<file path="src/rtl/rrap_pkg.sv">
package rrap_pkg;

    // field and register widths
    localparam int unsigned BYTE_W   = 8;
    localparam int unsigned KIND_W   = 3;
    localparam int unsigned PART_W   = 16;
    localparam int unsigned VALUE_W  = 30;
    localparam int unsigned CFG_W    = 30;
    localparam int unsigned CFG_IDX_W = 1;
    localparam int unsigned DIGIT_W  = 4;

    // default depth of the queue between front and back
    localparam int unsigned QUEUE_DEPTH_DEF = 4;

    // configuration register indexes
    localparam logic [CFG_IDX_W-1:0] CFG_MAX_PART_COUNT  = 1'b0;
    localparam logic [CFG_IDX_W-1:0] CFG_MAX_BULK_LENGTH = 1'b1;

    // configuration reset values
    localparam logic [PART_W-1:0]  MAX_PART_COUNT_RST  = 16'd1024;
    localparam logic [VALUE_W-1:0] MAX_BULK_LENGTH_RST = 30'd536870912;

    // protocol characters
    localparam logic [BYTE_W-1:0] CHR_STAR   = 8'h2A;
    localparam logic [BYTE_W-1:0] CHR_DOLLAR = 8'h24;
    localparam logic [BYTE_W-1:0] CHR_CR     = 8'h0D;
    localparam logic [BYTE_W-1:0] CHR_LF     = 8'h0A;
    localparam logic [BYTE_W-1:0] CHR_ZERO   = 8'h30;
    localparam logic [BYTE_W-1:0] CHR_NINE   = 8'h39;

    // byte kinds reported per item
    typedef enum logic [KIND_W-1:0] {
        KIND_HEADER = 3'd0,
        KIND_CMD    = 3'd1,
        KIND_ARG    = 3'd2,
        KIND_TERM   = 3'd3,
        KIND_ERROR  = 3'd4
    } t_kind;

    // byte classes decided by the front
    typedef enum logic [2:0] {
        CLS_OTHER  = 3'd0,
        CLS_STAR   = 3'd1,
        CLS_DOLLAR = 3'd2,
        CLS_CR     = 3'd3,
        CLS_LF     = 3'd4,
        CLS_DIGIT  = 3'd5
    } t_byte_class;

    // parser phases
    typedef enum logic [3:0] {
        PH_WAIT_STAR  = 4'd0,
        PH_COUNT_DIG  = 4'd1,
        PH_COUNT_LF   = 4'd2,
        PH_LEN_PREFIX = 4'd3,
        PH_LEN_DIG    = 4'd4,
        PH_LEN_LF     = 4'd5,
        PH_PAYLOAD    = 4'd6,
        PH_TERM1      = 4'd7,
        PH_TERM2      = 4'd8
    } t_phase;

    // one classified byte as it travels through the queue
    typedef struct packed {
        t_byte_class         cls;
        logic [DIGIT_W-1:0]  digit;
    } t_item;

endpackage

</file>
<file path="src/rtl/rrap_front.sv">
module rrap_front
    import rrap_pkg::*;
(
    input  logic              i_in_valid,
    input  logic [BYTE_W-1:0] i_in_byte,
    input  logic              i_full,
    output logic              o_in_ready,
    output logic              o_push,
    output t_item             o_item
);

    // take a byte whenever the queue has room
    assign o_in_ready = !i_full;
    assign o_push     = i_in_valid && !i_full;

    // classify the byte for the back end
    always_comb begin
        o_item.digit = i_in_byte[DIGIT_W-1:0];
        if (i_in_byte >= CHR_ZERO && i_in_byte <= CHR_NINE) begin
            o_item.cls = CLS_DIGIT;
        end else if (i_in_byte == CHR_STAR) begin
            o_item.cls = CLS_STAR;
        end else if (i_in_byte == CHR_DOLLAR) begin
            o_item.cls = CLS_DOLLAR;
        end else if (i_in_byte == CHR_CR) begin
            o_item.cls = CLS_CR;
        end else if (i_in_byte == CHR_LF) begin
            o_item.cls = CLS_LF;
        end else begin
            o_item.cls = CLS_OTHER;
        end
    end

endmodule

</file>
<file path="src/rtl/rrap_queue.sv">
module rrap_queue
    import rrap_pkg::*;
#(
    parameter int unsigned DEPTH = QUEUE_DEPTH_DEF
) (
    input  logic  i_clk,
    input  logic  i_rst_n,
    input  logic  i_push,
    input  t_item i_item,
    input  logic  i_pop,
    output logic  o_full,
    output logic  o_valid,
    output t_item o_item
);

    localparam int unsigned AW = (DEPTH > 1) ? $clog2(DEPTH) : 1;
    localparam int unsigned CW = $clog2(DEPTH + 1);

    t_item          r_mem [DEPTH];
    logic [AW-1:0]  r_wr_ptr;
    logic [AW-1:0]  r_rd_ptr;
    logic [CW-1:0]  r_count;
    logic [AW-1:0]  n_wr_ptr;
    logic [AW-1:0]  n_rd_ptr;
    logic           do_pop;

    assign o_full  = (r_count == CW'(DEPTH));
    assign o_valid = (r_count != '0);
    assign o_item  = r_mem[r_rd_ptr];
    assign do_pop  = i_pop && o_valid;

    // pointer wrap
    assign n_wr_ptr = (r_wr_ptr == AW'(DEPTH - 1)) ? '0 : r_wr_ptr + 1'b1;
    assign n_rd_ptr = (r_rd_ptr == AW'(DEPTH - 1)) ? '0 : r_rd_ptr + 1'b1;

    // storage
    always_ff @(posedge i_clk) begin
        if (i_push) begin
            r_mem[r_wr_ptr] <= i_item;
        end
    end

    // pointers and fill count
    always_ff @(posedge i_clk) begin
        if (!i_rst_n) begin
            r_wr_ptr <= '0;
            r_rd_ptr <= '0;
            r_count  <= '0;
        end else begin
            if (i_push) begin
                r_wr_ptr <= n_wr_ptr;
            end
            if (do_pop) begin
                r_rd_ptr <= n_rd_ptr;
            end
            if (i_push && !do_pop) begin
                r_count <= r_count + 1'b1;
            end else if (!i_push && do_pop) begin
                r_count <= r_count - 1'b1;
            end
        end
    end

endmodule

</file>
<file path="src/rtl/rrap_back.sv">
module rrap_back
    import rrap_pkg::*;
(
    input  logic                 i_clk,
    input  logic                 i_rst_n,
    input  logic                 i_cfg_we,
    input  logic [CFG_IDX_W-1:0] i_cfg_index,
    input  logic [CFG_W-1:0]     i_cfg_data,
    input  logic                 i_q_valid,
    input  t_item                i_q_item,
    output logic                 o_q_pop,
    output logic                 o_out_valid,
    input  logic                 i_out_ready,
    output logic [KIND_W-1:0]    o_byte_kind,
    output logic [PART_W-1:0]    o_part_number,
    output logic [VALUE_W-1:0]   o_header_value,
    output logic                 o_header_complete,
    output logic                 o_header_is_count,
    output logic                 o_message_end
);

    localparam int unsigned MUL_W = VALUE_W + 4;

    // configuration
    logic [PART_W-1:0]  r_max_part_count;
    logic [VALUE_W-1:0] r_max_bulk_length;

    // parser state
    t_phase             r_phase;
    t_phase             n_phase;
    logic [VALUE_W-1:0] r_acc;
    logic [VALUE_W-1:0] n_acc;
    logic               r_digit_seen;
    logic               n_digit_seen;
    logic [PART_W-1:0]  r_parts_left;
    logic [PART_W-1:0]  n_parts_left;
    logic [VALUE_W-1:0] r_bytes_left;
    logic [VALUE_W-1:0] n_bytes_left;
    logic [PART_W-1:0]  r_cur_part;
    logic [PART_W-1:0]  n_cur_part;

    // output register
    logic               r_out_valid;
    t_kind              r_kind;
    t_kind              n_kind;
    logic [PART_W-1:0]  r_part;
    logic [PART_W-1:0]  n_part;
    logic [VALUE_W-1:0] r_hval;
    logic [VALUE_W-1:0] n_hval;
    logic               r_hdone;
    logic               n_hdone;
    logic               r_hcount;
    logic               n_hcount;
    logic               r_mend;
    logic               n_mend;

    // shared decode
    logic               step;
    logic               is_digit;
    logic               cr_ok;
    logic [MUL_W-1:0]   mul_val;
    logic [MUL_W-1:0]   limit_val;
    logic               over;
    logic               idle;

    assign step     = i_q_valid && (!r_out_valid || i_out_ready);
    assign o_q_pop  = step;
    assign is_digit = (i_q_item.cls == CLS_DIGIT);
    assign cr_ok    = (i_q_item.cls == CLS_CR) && r_digit_seen;

    // accumulate times ten plus digit, against the active limit
    assign mul_val   = (MUL_W'(r_acc) << 3) + (MUL_W'(r_acc) << 1)
                     + MUL_W'(i_q_item.digit);
    assign limit_val = (r_phase == PH_COUNT_DIG) ? MUL_W'(r_max_part_count)
                                                 : MUL_W'(r_max_bulk_length);
    assign over      = (mul_val > limit_val);

    // next phase
    always_comb begin
        unique case (r_phase)
            PH_WAIT_STAR: begin
                n_phase = (i_q_item.cls == CLS_STAR) ? PH_COUNT_DIG : PH_WAIT_STAR;
            end
            PH_COUNT_DIG: begin
                if (is_digit && !over) begin
                    n_phase = PH_COUNT_DIG;
                end else if (!is_digit && cr_ok) begin
                    n_phase = PH_COUNT_LF;
                end else begin
                    n_phase = PH_WAIT_STAR;
                end
            end
            PH_COUNT_LF: begin
                if (i_q_item.cls == CLS_LF && r_acc != '0) begin
                    n_phase = PH_LEN_PREFIX;
                end else begin
                    n_phase = PH_WAIT_STAR;
                end
            end
            PH_LEN_PREFIX: begin
                n_phase = (i_q_item.cls == CLS_DOLLAR) ? PH_LEN_DIG : PH_WAIT_STAR;
            end
            PH_LEN_DIG: begin
                if (is_digit && !over) begin
                    n_phase = PH_LEN_DIG;
                end else if (!is_digit && cr_ok) begin
                    n_phase = PH_LEN_LF;
                end else begin
                    n_phase = PH_WAIT_STAR;
                end
            end
            PH_LEN_LF: begin
                if (i_q_item.cls != CLS_LF) begin
                    n_phase = PH_WAIT_STAR;
                end else if (r_acc == '0) begin
                    n_phase = PH_TERM1;
                end else begin
                    n_phase = PH_PAYLOAD;
                end
            end
            PH_PAYLOAD: begin
                n_phase = (r_bytes_left == VALUE_W'(1)) ? PH_TERM1 : PH_PAYLOAD;
            end
            PH_TERM1: begin
                n_phase = PH_TERM2;
            end
            PH_TERM2: begin
                n_phase = (r_parts_left == PART_W'(1)) ? PH_WAIT_STAR : PH_LEN_PREFIX;
            end
            default: begin
                n_phase = PH_WAIT_STAR;
            end
        endcase
    end

    // result fields and counter updates
    always_comb begin
        n_kind       = KIND_HEADER;
        n_part       = r_cur_part;
        n_hval       = '0;
        n_hdone      = 1'b0;
        n_hcount     = 1'b0;
        n_mend       = 1'b0;
        n_acc        = r_acc;
        n_digit_seen = r_digit_seen;
        n_parts_left = r_parts_left;
        n_bytes_left = r_bytes_left;
        n_cur_part   = r_cur_part;
        idle         = 1'b0;
        unique case (r_phase) inside
            PH_COUNT_DIG, PH_LEN_DIG: begin
                if (is_digit && !over) begin
                    n_acc        = mul_val[VALUE_W-1:0];
                    n_digit_seen = 1'b1;
                end else if (is_digit || !cr_ok) begin
                    idle   = 1'b1;
                    n_kind = KIND_ERROR;
                end
            end
            PH_COUNT_LF: begin
                if (i_q_item.cls != CLS_LF) begin
                    idle   = 1'b1;
                    n_kind = KIND_ERROR;
                end else begin
                    n_hval   = r_acc;
                    n_hdone  = 1'b1;
                    n_hcount = 1'b1;
                    if (r_acc == '0) begin
                        n_mend = 1'b1;
                        idle   = 1'b1;
                    end else begin
                        n_parts_left = r_acc[PART_W-1:0];
                        n_cur_part   = '0;
                    end
                end
            end
            PH_LEN_PREFIX: begin
                if (i_q_item.cls == CLS_DOLLAR) begin
                    n_acc        = '0;
                    n_digit_seen = 1'b0;
                end else begin
                    idle   = 1'b1;
                    n_kind = KIND_ERROR;
                end
            end
            PH_LEN_LF: begin
                if (i_q_item.cls != CLS_LF) begin
                    idle   = 1'b1;
                    n_kind = KIND_ERROR;
                end else begin
                    n_hval       = r_acc;
                    n_hdone      = 1'b1;
                    n_bytes_left = r_acc;
                end
            end
            PH_PAYLOAD: begin
                n_kind       = (r_cur_part == '0) ? KIND_CMD : KIND_ARG;
                n_bytes_left = r_bytes_left - 1'b1;
            end
            PH_TERM1: begin
                n_kind = KIND_TERM;
            end
            PH_TERM2: begin
                n_kind       = KIND_TERM;
                n_parts_left = r_parts_left - 1'b1;
                if (r_parts_left == PART_W'(1)) begin
                    n_mend = 1'b1;
                    idle   = 1'b1;
                end else begin
                    n_cur_part = r_cur_part + 1'b1;
                end
            end
            default: begin
                // waiting for the array prefix
                idle   = 1'b1;
                n_part = '0;
                if (i_q_item.cls != CLS_STAR) begin
                    n_kind = KIND_ERROR;
                end
            end
        endcase
        // drop all counters on error, end of message or new request
        if (idle) begin
            n_acc        = '0;
            n_digit_seen = 1'b0;
            n_parts_left = '0;
            n_bytes_left = '0;
            n_cur_part   = '0;
        end
    end

    // configuration registers
    always_ff @(posedge i_clk) begin
        if (!i_rst_n) begin
            r_max_part_count  <= MAX_PART_COUNT_RST;
            r_max_bulk_length <= MAX_BULK_LENGTH_RST;
        end else if (i_cfg_we) begin
            unique case (i_cfg_index)
                CFG_MAX_PART_COUNT:  r_max_part_count  <= i_cfg_data[PART_W-1:0];
                CFG_MAX_BULK_LENGTH: r_max_bulk_length <= i_cfg_data[VALUE_W-1:0];
                default: ;
            endcase
        end
    end

    // parser state
    always_ff @(posedge i_clk) begin
        if (!i_rst_n) begin
            r_phase      <= PH_WAIT_STAR;
            r_acc        <= '0;
            r_digit_seen <= 1'b0;
            r_parts_left <= '0;
            r_bytes_left <= '0;
            r_cur_part   <= '0;
        end else if (step) begin
            r_phase      <= n_phase;
            r_acc        <= n_acc;
            r_digit_seen <= n_digit_seen;
            r_parts_left <= n_parts_left;
            r_bytes_left <= n_bytes_left;
            r_cur_part   <= n_cur_part;
        end
    end

    // output valid
    always_ff @(posedge i_clk) begin
        if (!i_rst_n) begin
            r_out_valid <= 1'b0;
        end else if (step) begin
            r_out_valid <= 1'b1;
        end else if (i_out_ready) begin
            r_out_valid <= 1'b0;
        end
    end

    // output payload
    always_ff @(posedge i_clk) begin
        if (step) begin
            r_kind   <= n_kind;
            r_part   <= n_part;
            r_hval   <= n_hval;
            r_hdone  <= n_hdone;
            r_hcount <= n_hcount;
            r_mend   <= n_mend;
        end
    end

    assign o_out_valid       = r_out_valid;
    assign o_byte_kind       = r_kind;
    assign o_part_number     = r_part;
    assign o_header_value    = r_hval;
    assign o_header_complete = r_hdone;
    assign o_header_is_count = r_hcount;
    assign o_message_end     = r_mend;

endmodule

</file>
<file path="src/rtl/resp_request_array_parser.sv">
// an accepted byte is written into the queue, then parsed into the output register
// throughput: one byte per cycle in the back end parser step, unless the output is held
// a queue of QUEUE_DEPTH entries sits between the byte classifier and the parser
// reset: synchronous active low; clears parser state, queue and output valid,
// and loads the default limits; no clearing pass, input is taken right after reset
module resp_request_array_parser
    import rrap_pkg::*;
#(
    parameter int unsigned QUEUE_DEPTH = QUEUE_DEPTH_DEF
) (
    input  logic                 i_clk,
    input  logic                 i_rst_n,
    input  logic                 i_cfg_we,
    input  logic [CFG_IDX_W-1:0] i_cfg_index,
    input  logic [CFG_W-1:0]     i_cfg_data,
    input  logic                 i_in_valid,
    output logic                 o_in_ready,
    input  logic [BYTE_W-1:0]    i_in_byte,
    output logic                 o_out_valid,
    input  logic                 i_out_ready,
    output logic [KIND_W-1:0]    o_byte_kind,
    output logic [PART_W-1:0]    o_part_number,
    output logic [VALUE_W-1:0]   o_header_value,
    output logic                 o_header_complete,
    output logic                 o_header_is_count,
    output logic                 o_message_end
);

    logic  q_full;
    logic  q_push;
    logic  q_pop;
    logic  q_valid;
    t_item front_item;
    t_item head_item;

    // byte classifier
    rrap_front u_front (
        .i_in_valid (i_in_valid),
        .i_in_byte  (i_in_byte),
        .i_full     (q_full),
        .o_in_ready (o_in_ready),
        .o_push     (q_push),
        .o_item     (front_item)
    );

    // queue between classifier and parser
    rrap_queue #(
        .DEPTH (QUEUE_DEPTH)
    ) u_queue (
        .i_clk   (i_clk),
        .i_rst_n (i_rst_n),
        .i_push  (q_push),
        .i_item  (front_item),
        .i_pop   (q_pop),
        .o_full  (q_full),
        .o_valid (q_valid),
        .o_item  (head_item)
    );

    // framing state machine and output register
    rrap_back u_back (
        .i_clk             (i_clk),
        .i_rst_n           (i_rst_n),
        .i_cfg_we          (i_cfg_we),
        .i_cfg_index       (i_cfg_index),
        .i_cfg_data        (i_cfg_data),
        .i_q_valid         (q_valid),
        .i_q_item          (head_item),
        .o_q_pop           (q_pop),
        .o_out_valid       (o_out_valid),
        .i_out_ready       (i_out_ready),
        .o_byte_kind       (o_byte_kind),
        .o_part_number     (o_part_number),
        .o_header_value    (o_header_value),
        .o_header_complete (o_header_complete),
        .o_header_is_count (o_header_is_count),
        .o_message_end     (o_message_end)
    );

`ifndef SYNTHESIS
    // a count header is always a completed header
    a_count_needs_complete: assert property (@(posedge i_clk) disable iff (!i_rst_n)
        o_out_valid && o_header_is_count |-> o_header_complete)
        else $error("count flag without completed header");

    // header value only shown on a completed header
    a_value_only_on_complete: assert property (@(posedge i_clk) disable iff (!i_rst_n)
        o_out_valid && !o_header_complete |-> o_header_value == '0)
        else $error("header value outside completed header");

    // a message ends on a terminator or on a zero count header
    a_end_kind: assert property (@(posedge i_clk) disable iff (!i_rst_n)
        o_out_valid && o_message_end |->
            (o_byte_kind == KIND_TERM) || (o_header_is_count && o_header_value == '0))
        else $error("message end on unexpected byte");

    // completed header is never reported as an error or payload
    a_complete_kind: assert property (@(posedge i_clk) disable iff (!i_rst_n)
        o_out_valid && o_header_complete |-> o_byte_kind == KIND_HEADER)
        else $error("completed header with wrong kind");
`endif

endmodule
</file>
<file path="config.mk">
export PLATFORM = sky130hd
export DESIGN_NAME = resp_request_array_parser
export DESIGN_NICKNAME = d
export VERILOG_FILES = /design/src/rtl/rrap_pkg.sv /design/src/rtl/rrap_front.sv /design/src/rtl/rrap_queue.sv /design/src/rtl/rrap_back.sv /design/src/rtl/resp_request_array_parser.sv
export SDC_FILE = /design/constraint.sdc
export NUM_CORES = 1
export LEC_CHECK = 0
export ABC_AREA = 1
export BUFFER_PORTS_ARGS = -buffer_cell sky130_fd_sc_hd__buf_2
export CAP_MARGIN = 5
export CORE_MARGIN = 2
export CORE_UTILIZATION = 35
export CTS_CLUSTER_SIZE = 16
export DETAILED_ROUTE_END_ITERATION = 6
export PLACE_DENSITY = 0.65
export SYNTH_ARGS = -nofsm -noshare
export SYNTH_HDL_FRONTEND = slang
export SYNTH_SLANG_ARGS = --single-unit
</file>
<file path="constraint.sdc">
create_clock -name i_clk -period 4.6 [get_ports i_clk]
set_input_delay 0.23 -clock i_clk [delete_from_list [all_inputs] [get_ports i_clk]]
set_output_delay 0.23 -clock i_clk [all_outputs]
set_load 0.02 [all_outputs]
</file>
Yosys cells after proc, flatten, opt, wreduce, memory -nomap -nowiden

Memory sizes are Yosys's and may differ from the RTL's. A register that Yosys moved wholly into a read port is not among the register bits.
Index checks and enable logic that the tools add are counted.

Register bits: 203
Bits in latches: 0
Memory bits (writable): 28
Bits in read-only memories: 0
Bits of input ports: 44
Output and inout bits: 54
Logic and storage cells: 170
Memories kept: 1

Memories:

| memory        | words | bits a word | read ports | clocked after memory_dff | wr ports | RTL line         | text |
|---|---|---|---|---|---|---|---|
| u_queue.r_mem | 4     | 7           | 1          | 1                        | 1        | rrap_queue.sv:19 | `t_item r_mem [DEPTH];` |

$add $sub $neg: 9
Multipliers: 0
Divide/modulo/power cells: 0
$lt $le $gt $ge: 3
Eq/ne operators: 30
Shift-type cells: 0
Multiplexer cells: 66
Bitwise operators: 2
Reductions and logical operators: 41

Operators with widths:

| operator                | count |
|---|---|
| $mux W30                | 6 |
| $pmux W30 S2            | 2 |
| $mux W16                | 7 |
| $pmux W16 S2            | 2 |
| $mux W3                 | 15 |
| $pmux W4 S9             | 1 |
| $add A33 B31 Y34        | 1 |
| $add A34 B4 Y34         | 1 |
| $gt A34 B34 Y1          | 1 |
| $eq A30 B1 Y1 const B   | 1 |
| $logic_not A30 Y1       | 1 |
| $reduce_bool A30 Y1     | 1 |
| $sub A30 B1 Y30 const B | 1 |
| $mux W1                 | 19 |
| $mux W2                 | 9 |
| $add A16 B1 Y16 const B | 1 |
| $eq A16 B1 Y1 const B   | 1 |
| $eq A4 B3 Y1 const B    | 4 |
| $eq A8 B4 Y1 const B    | 2 |
| $eq A8 B6 Y1 const B    | 2 |
| $logic_not A16 Y1       | 1 |
| $sub A16 B1 Y16 const B | 1 |
| $pmux W3 S5             | 1 |
| $ne A3 B2 Y1 const B    | 4 |
| other kinds (30)        | 66 |

Longest topological paths before layout

Word-level depth: 9
Gate-level depth with buffers: 37
Gate-level depth less buffers: 34

By module

A second synthesis with hierarchy kept.

Cells, all modules: 2050
Area total of the unflattened synthesis: 14590.2 µm²

By module, submodules not included:

| module     | instances | cells an instance | area each (µm²) | sequential area each (µm²) |
|---|---|---|---|---|
| rrap_back  | 1         | 1881              | 12881.1         | 4444.3 |
| rrap_queue | 1         | 130               | 1522.7          | 1021.0 |
| rrap_front | 1         | 39                | 186.4           | 0.0 |

Worst setup path after synthesis

OpenSTA, ideal clock, no wires.

Path type: register -> register
Start point: register with a tool-made name
End point: register u_back.r_acc[27]
Setup time: 0.073 ns
Arrival: 4.664 ns
Required time: 4.527 ns
Slack: -0.136 ns
Cell stages (with the launch flop): 34
Path buffers: 3
Period minus slack after synthesis: 4.736 ns
Cell sequence: dfxtp_1 > buf_4 > nand2_1 > a32o_1 > fa_1 > inv_1 > ha_1 > nand3_1 > nand2_1 > nand2_1 > nand2_1 > nand2_1 > nand2_1 > a21oi_1 > o21ai_0 > nand2_1 > nand2_1 > nand2_1 > and2_1 > ha_1 > a21oi_1 > o21a_1 > nor2_1 > nor3_2 > nand2_1 > nor2_1 > nand3_2 > nand3_2 > nand2_1 > buf_4 > buf_6 > nor2_1 > nand3_1 > a21oi_1

RTL lines:

| item                 | RTL line         | text |
|---|---|---|
| to (signal assigned) | rrap_back.sv:257 | `r_acc <= n_acc;` |
| to (decl)            | rrap_back.sv:31  | `logic [VALUE_W-1:0] r_acc;` |

==> flow_summary.rst <==
.. list-table::
   :header-rows: 1

   * - Metric
     - Value
   * - GR Layer Usage met2
     - 30.4%
   * - Pleak
     - slightly below 9 nW
   * - Simple-gate area share of the yosys netlist
     - a little under a third
   * - Total via count in the routed design
     - 14210
   * - Antenna violations before repair
     - 0
   * - Share of synthesized area occupied by flip-flops and latches
     - between 30 and 40%
   * - Site row count
     - 74
   * - Arrival time reported for the critical path endpoint
     - around 5.2 ns
   * - Wire length of the first global-routing pass
     - ~67 mm
   * - Wire length per cell
     - between 10 and 15 um
   * - Number of enable-type register cells in the synthesized netlist
     - 80
   * - Max-slew headroom at the worst pin
     - 32.3%
   * - Critical path's slowest cell
     - fa_1
   * - Proportion of layout cells with a drive suffix above 1
     - roughly a fifth
   * - Min-delay worst type
     - in2reg
   * - Final hold violations
     - 0
   * - TritonRoute pass-1 iters
     - 6
   * - Adder and majority cell fraction of the synthesized area
     - under 10%
   * - Avg Synthesized Cell Area
     - 7.01 um^2
   * - Final antenna-violating net count
     - 0
   * - Most Used Layer, Global Route
     - met2
   * - Failing checks
     - setup timing
   * - Buffers from clock root to sink, at most
     - 3
   * - Number of standard cells in the layout, taps in and fillers out
     - approximately 2900
   * - Synth top area cells
     - dfxtp_1 (21%), edfxtp_1 (17%), nand2_1 (12%)
   * - Total number of H-tree levels
     - 1
   * - Final Cycle Share
     - 103%
   * - Total die area
     - between 40000 and 50000 um^2
   * - Largest net degree at the start of global routing
     - 57
   * - Drc violations
     - 0
   * - Number of nets in the layout
     - ~2500
   * - Clock slew at reported path FFs
     - about 0.060 ns
   * - Post-Route WL
     - ~43 mm
   * - Cell accounting for the most synthesized area
     - dfxtp_1
   * - Global-route congestion overflow total
     - 0
   * - PnR worst setup slack
     - -0.147 ns
   * - Worst path required time
     - roughly 5.0 ns
   * - IO Pins
     - about 100
   * - Antenna diode instance count
     - 0
   * - Critical path's largest stage delay
     - 0.57 ns
   * - Drt via density
     - around 5.0
   * - Asr flop ratio synth
     - 0%
   * - Met3 Use GR
     - between 2 and 2.5%
   * - Total non-filler cell area in the finished layout
     - 18900 um^2
   * - Worst slack, placed
     - -0.427 ns
   * - Worst clock skew
     - ~0.018 ns
   * - RePlAce Congestion
     - 0.932
   * - Max-capacitance violation count
     - 0
   * - Netlist area before placement
     - 14500 um^2
   * - Result of the run
     - finished, violations left
   * - Mux cell area share after synthesis
     - under 10%
   * - Die span in x
     - 208 um
   * - Iter 0 DRT Violations
     - 914
   * - Final core utilization
     - between 40% and 50%
   * - Input/output buffers
     - 97
   * - Total placed instance area
     - roughly 16000 um^2
   * - Setup_tns
     - -6.58 ns
   * - Transition time of the tightest slew-check pin
     - roughly 1.0 ns
   * - Leading register cell type out of synthesis
     - dfxtp_1
   * - Dpl hpwl
     - slightly below 30 mm
   * - Clock tree from TritonCTS
     - built
   * - Synthesized netlist cell count
     - between 2000 and 2500
   * - Area share of the largest cell type after synthesis
     - 21.1%
   * - Die Y-Extent
     - between 200 and 250 um
   * - Sort of element at the start of the critical path
     - flip-flop
   * - Area of the core
     - roughly 40000 um^2
   * - Clock root buffer master
     - clkbuf_16
   * - Xor/xnor share of the synthesized area
     - between 3 and 4%
   * - Class of the most critical setup path
     - reg2reg
   * - Final number of setup-violating endpoints
     - 90
   * - Unrepaired setup endpoints after global routing
     - yes
   * - Number of synthesized register bits
     - 233
   * - Overall Global Routing Usage
     - approximately 19%
   * - Source-to-sink clock delay at the later pin of the worst-skew pair
     - around 0.55 ns
   * - Max Fanout on Critical Path
     - 7
   * - TritonCTS buffer count
     - 26
   * - Library cell with the highest instance count after synthesis
     - nand2_1
   * - Power density cells
     - about 560 nW/um^2
   * - Number of global-route vias before repair
     - approximately 13000
   * - Yosys cell types
     - between 40 and 50
   * - Max Transition Viols Final
     - 0
   * - Post-Syn Nets
     - roughly 2200
   * - Maximum clock frequency
     - approximately 210 MHz
   * - Clock period minus final worst setup slack
     - 4.75 ns
   * - Starting density of the core
     - between 30 and 40%
   * - Worst path most repeated cell
     - nand2_2
   * - CTS sink count
     - 233
   * - CP Capture Type
     - flip-flop
   * - Maximum resistive drop on vdd
     - roughly 0.36 mV
   * - Met1 Use GR
     - 25.9%
   * - Dominant combinational cell family by area after synthesis
     - simple AND/OR/NAND/NOR gates
   * - Post-Place Cells
     - 2724
   * - Area fraction in compound gates after synthesis
     - between 10% and 20%
   * - Most numerous cell types in the synthesized netlist
     - nand2_1 (449), nor2_1 (443), inv_1 (213)
   * - Syn-to-layout area delta
     - 30.4%
   * - Yosys warning total
     - 0
-- through the flow --
stage	hold slack [ns]	total power [mW]
after floorplan	0.329	6.16
after global placement	0.434	7.15
after detailed placement	0.434	7.26
after CTS	0.0717	9.88
after global routing	0.130	11.4
final	0.0911	10.7
-- report_power, final --
group / switching, mW / leakage, nW / total (mW) / internal [mW]
sequential: 0.412 / 2.05 / 3.19 / 2.78
clock: 0.857 / 0.417 / 2.11 / 1.25
combinational: 3.25 / 6.24 / 5.35 / 2.10
total: 4.52 / 8.70 / 10.7 / 6.13
-- cells in the final DEF, fill, tap and decap left out, types with 16 or more instances in the layout --
cell type        n
nand3_1        111
nor2_2          22
xnor2_1         20
a21oi_1         75
buf_4          121
o21ai_2         24
nand2_1        382
nand2_2         43
a21oi_2         17
o21ai_1         16
nor3_1          20
clkbuf_16       34
ha_1            93
dfxtp_1        151
edfxtp_1        80
inv_1          210
buf_2           97
o21ai_0        107
dlygate4sd3_1   34
nand2_4         22
xor2_1          29
nor2_1         419
nand4_1         17
-- flip-flops by register name, summed over array words and instances (netlist names), named ones only --
| register | count |
|---|---|
| u_back.o_part_number | 16 |
| u_back.o_out_valid | 1 |
| u_queue.r_rd_ptr | 2 |
| u_back.r_parts_left | 16 |
| u_back.r_cur_part | 16 |
| u_back.o_header_value | 30 |
| u_back.o_byte_kind | 3 |
| u_queue.r_mem | 28 |
| u_back.r_bytes_left | 30 |
| u_back.r_max_bulk_length | 30 |
| u_back.r_max_part_count | 16 |
| u_queue.r_wr_ptr | 2 |
| u_queue.r_count | 3 |
| u_back.r_digit_seen | 1 |
| u_back.o_header_is_count | 1 |
| u_back.o_header_complete | 1 |
| u_back.r_acc | 30 |
| u_back.o_message_end | 1 |
| u_back.r_phase | 4 |
-- final cells by class --
cell class / instances / area (um^2)
Clock buffer: 39 / 761
Inverter: 219 / 847
Sequential cell: 233 / 5470
Fill cell: 4058 / 22000
Clock inverter: 9 / 93.8
Multi-Input combinational cell: 1540 / 8710
Tap cell: 532 / 666
Timing Repair Buffer: 287 / 2370
-- path summary, 6_finish.rpt --
path | startpoint | endpoint | slack [ns] | depth (start not counted)
worst min register to register | u_back.r_max_part_count[10] | u_back.r_max_part_count[10] | 0.46 | 2
worst max-delay path | flip-flop | u_back.r_digit_seen | -0.15 | 35
worst max register to register | flip-flop | u_back.r_digit_seen | -0.15 | 35
worst min-delay path | i_out_ready | u_back.o_out_valid | 0.09 | 4
-- what timing repair did --
item | in CTS | in global routing
endpoints found under the hold margin | 62 | 0
gates resized for setup | 102 | 179
hold buffers | 34 | 0
buffers inserted | 29 | 10
endpoints found under the setup margin | 96 | 96
cloned | 5 | 11
pin swaps | 46 | 63
-- cells by family after synthesis --
group	count (synthesis)
AOI/OAI and AO/OA	277
and+or+nand+nor	1089
adders and majority gates	104
DFF	233
xor gates and xnor gates	55
muxes	15
buffers and inverters	298
-- critical path, delay by kind of cell (launching register included) --
family,cells,cell delay [ns]
AO/OA/AOI/OAI,6,0.82
adder cells (fa/ha/maj),3,1.07
buffers and inverters,5,0.61
flip-flops,1,0.37
AND/OR/NAND/NOR,21,1.73
-- routing by layer --
metal  wire, um  up-vias
met5          0        -
met4        971        0
met3       2260       66
met2      19500      373
met1      20000     6587
li1           -     7184
Power figures use the tool's default switching activity.
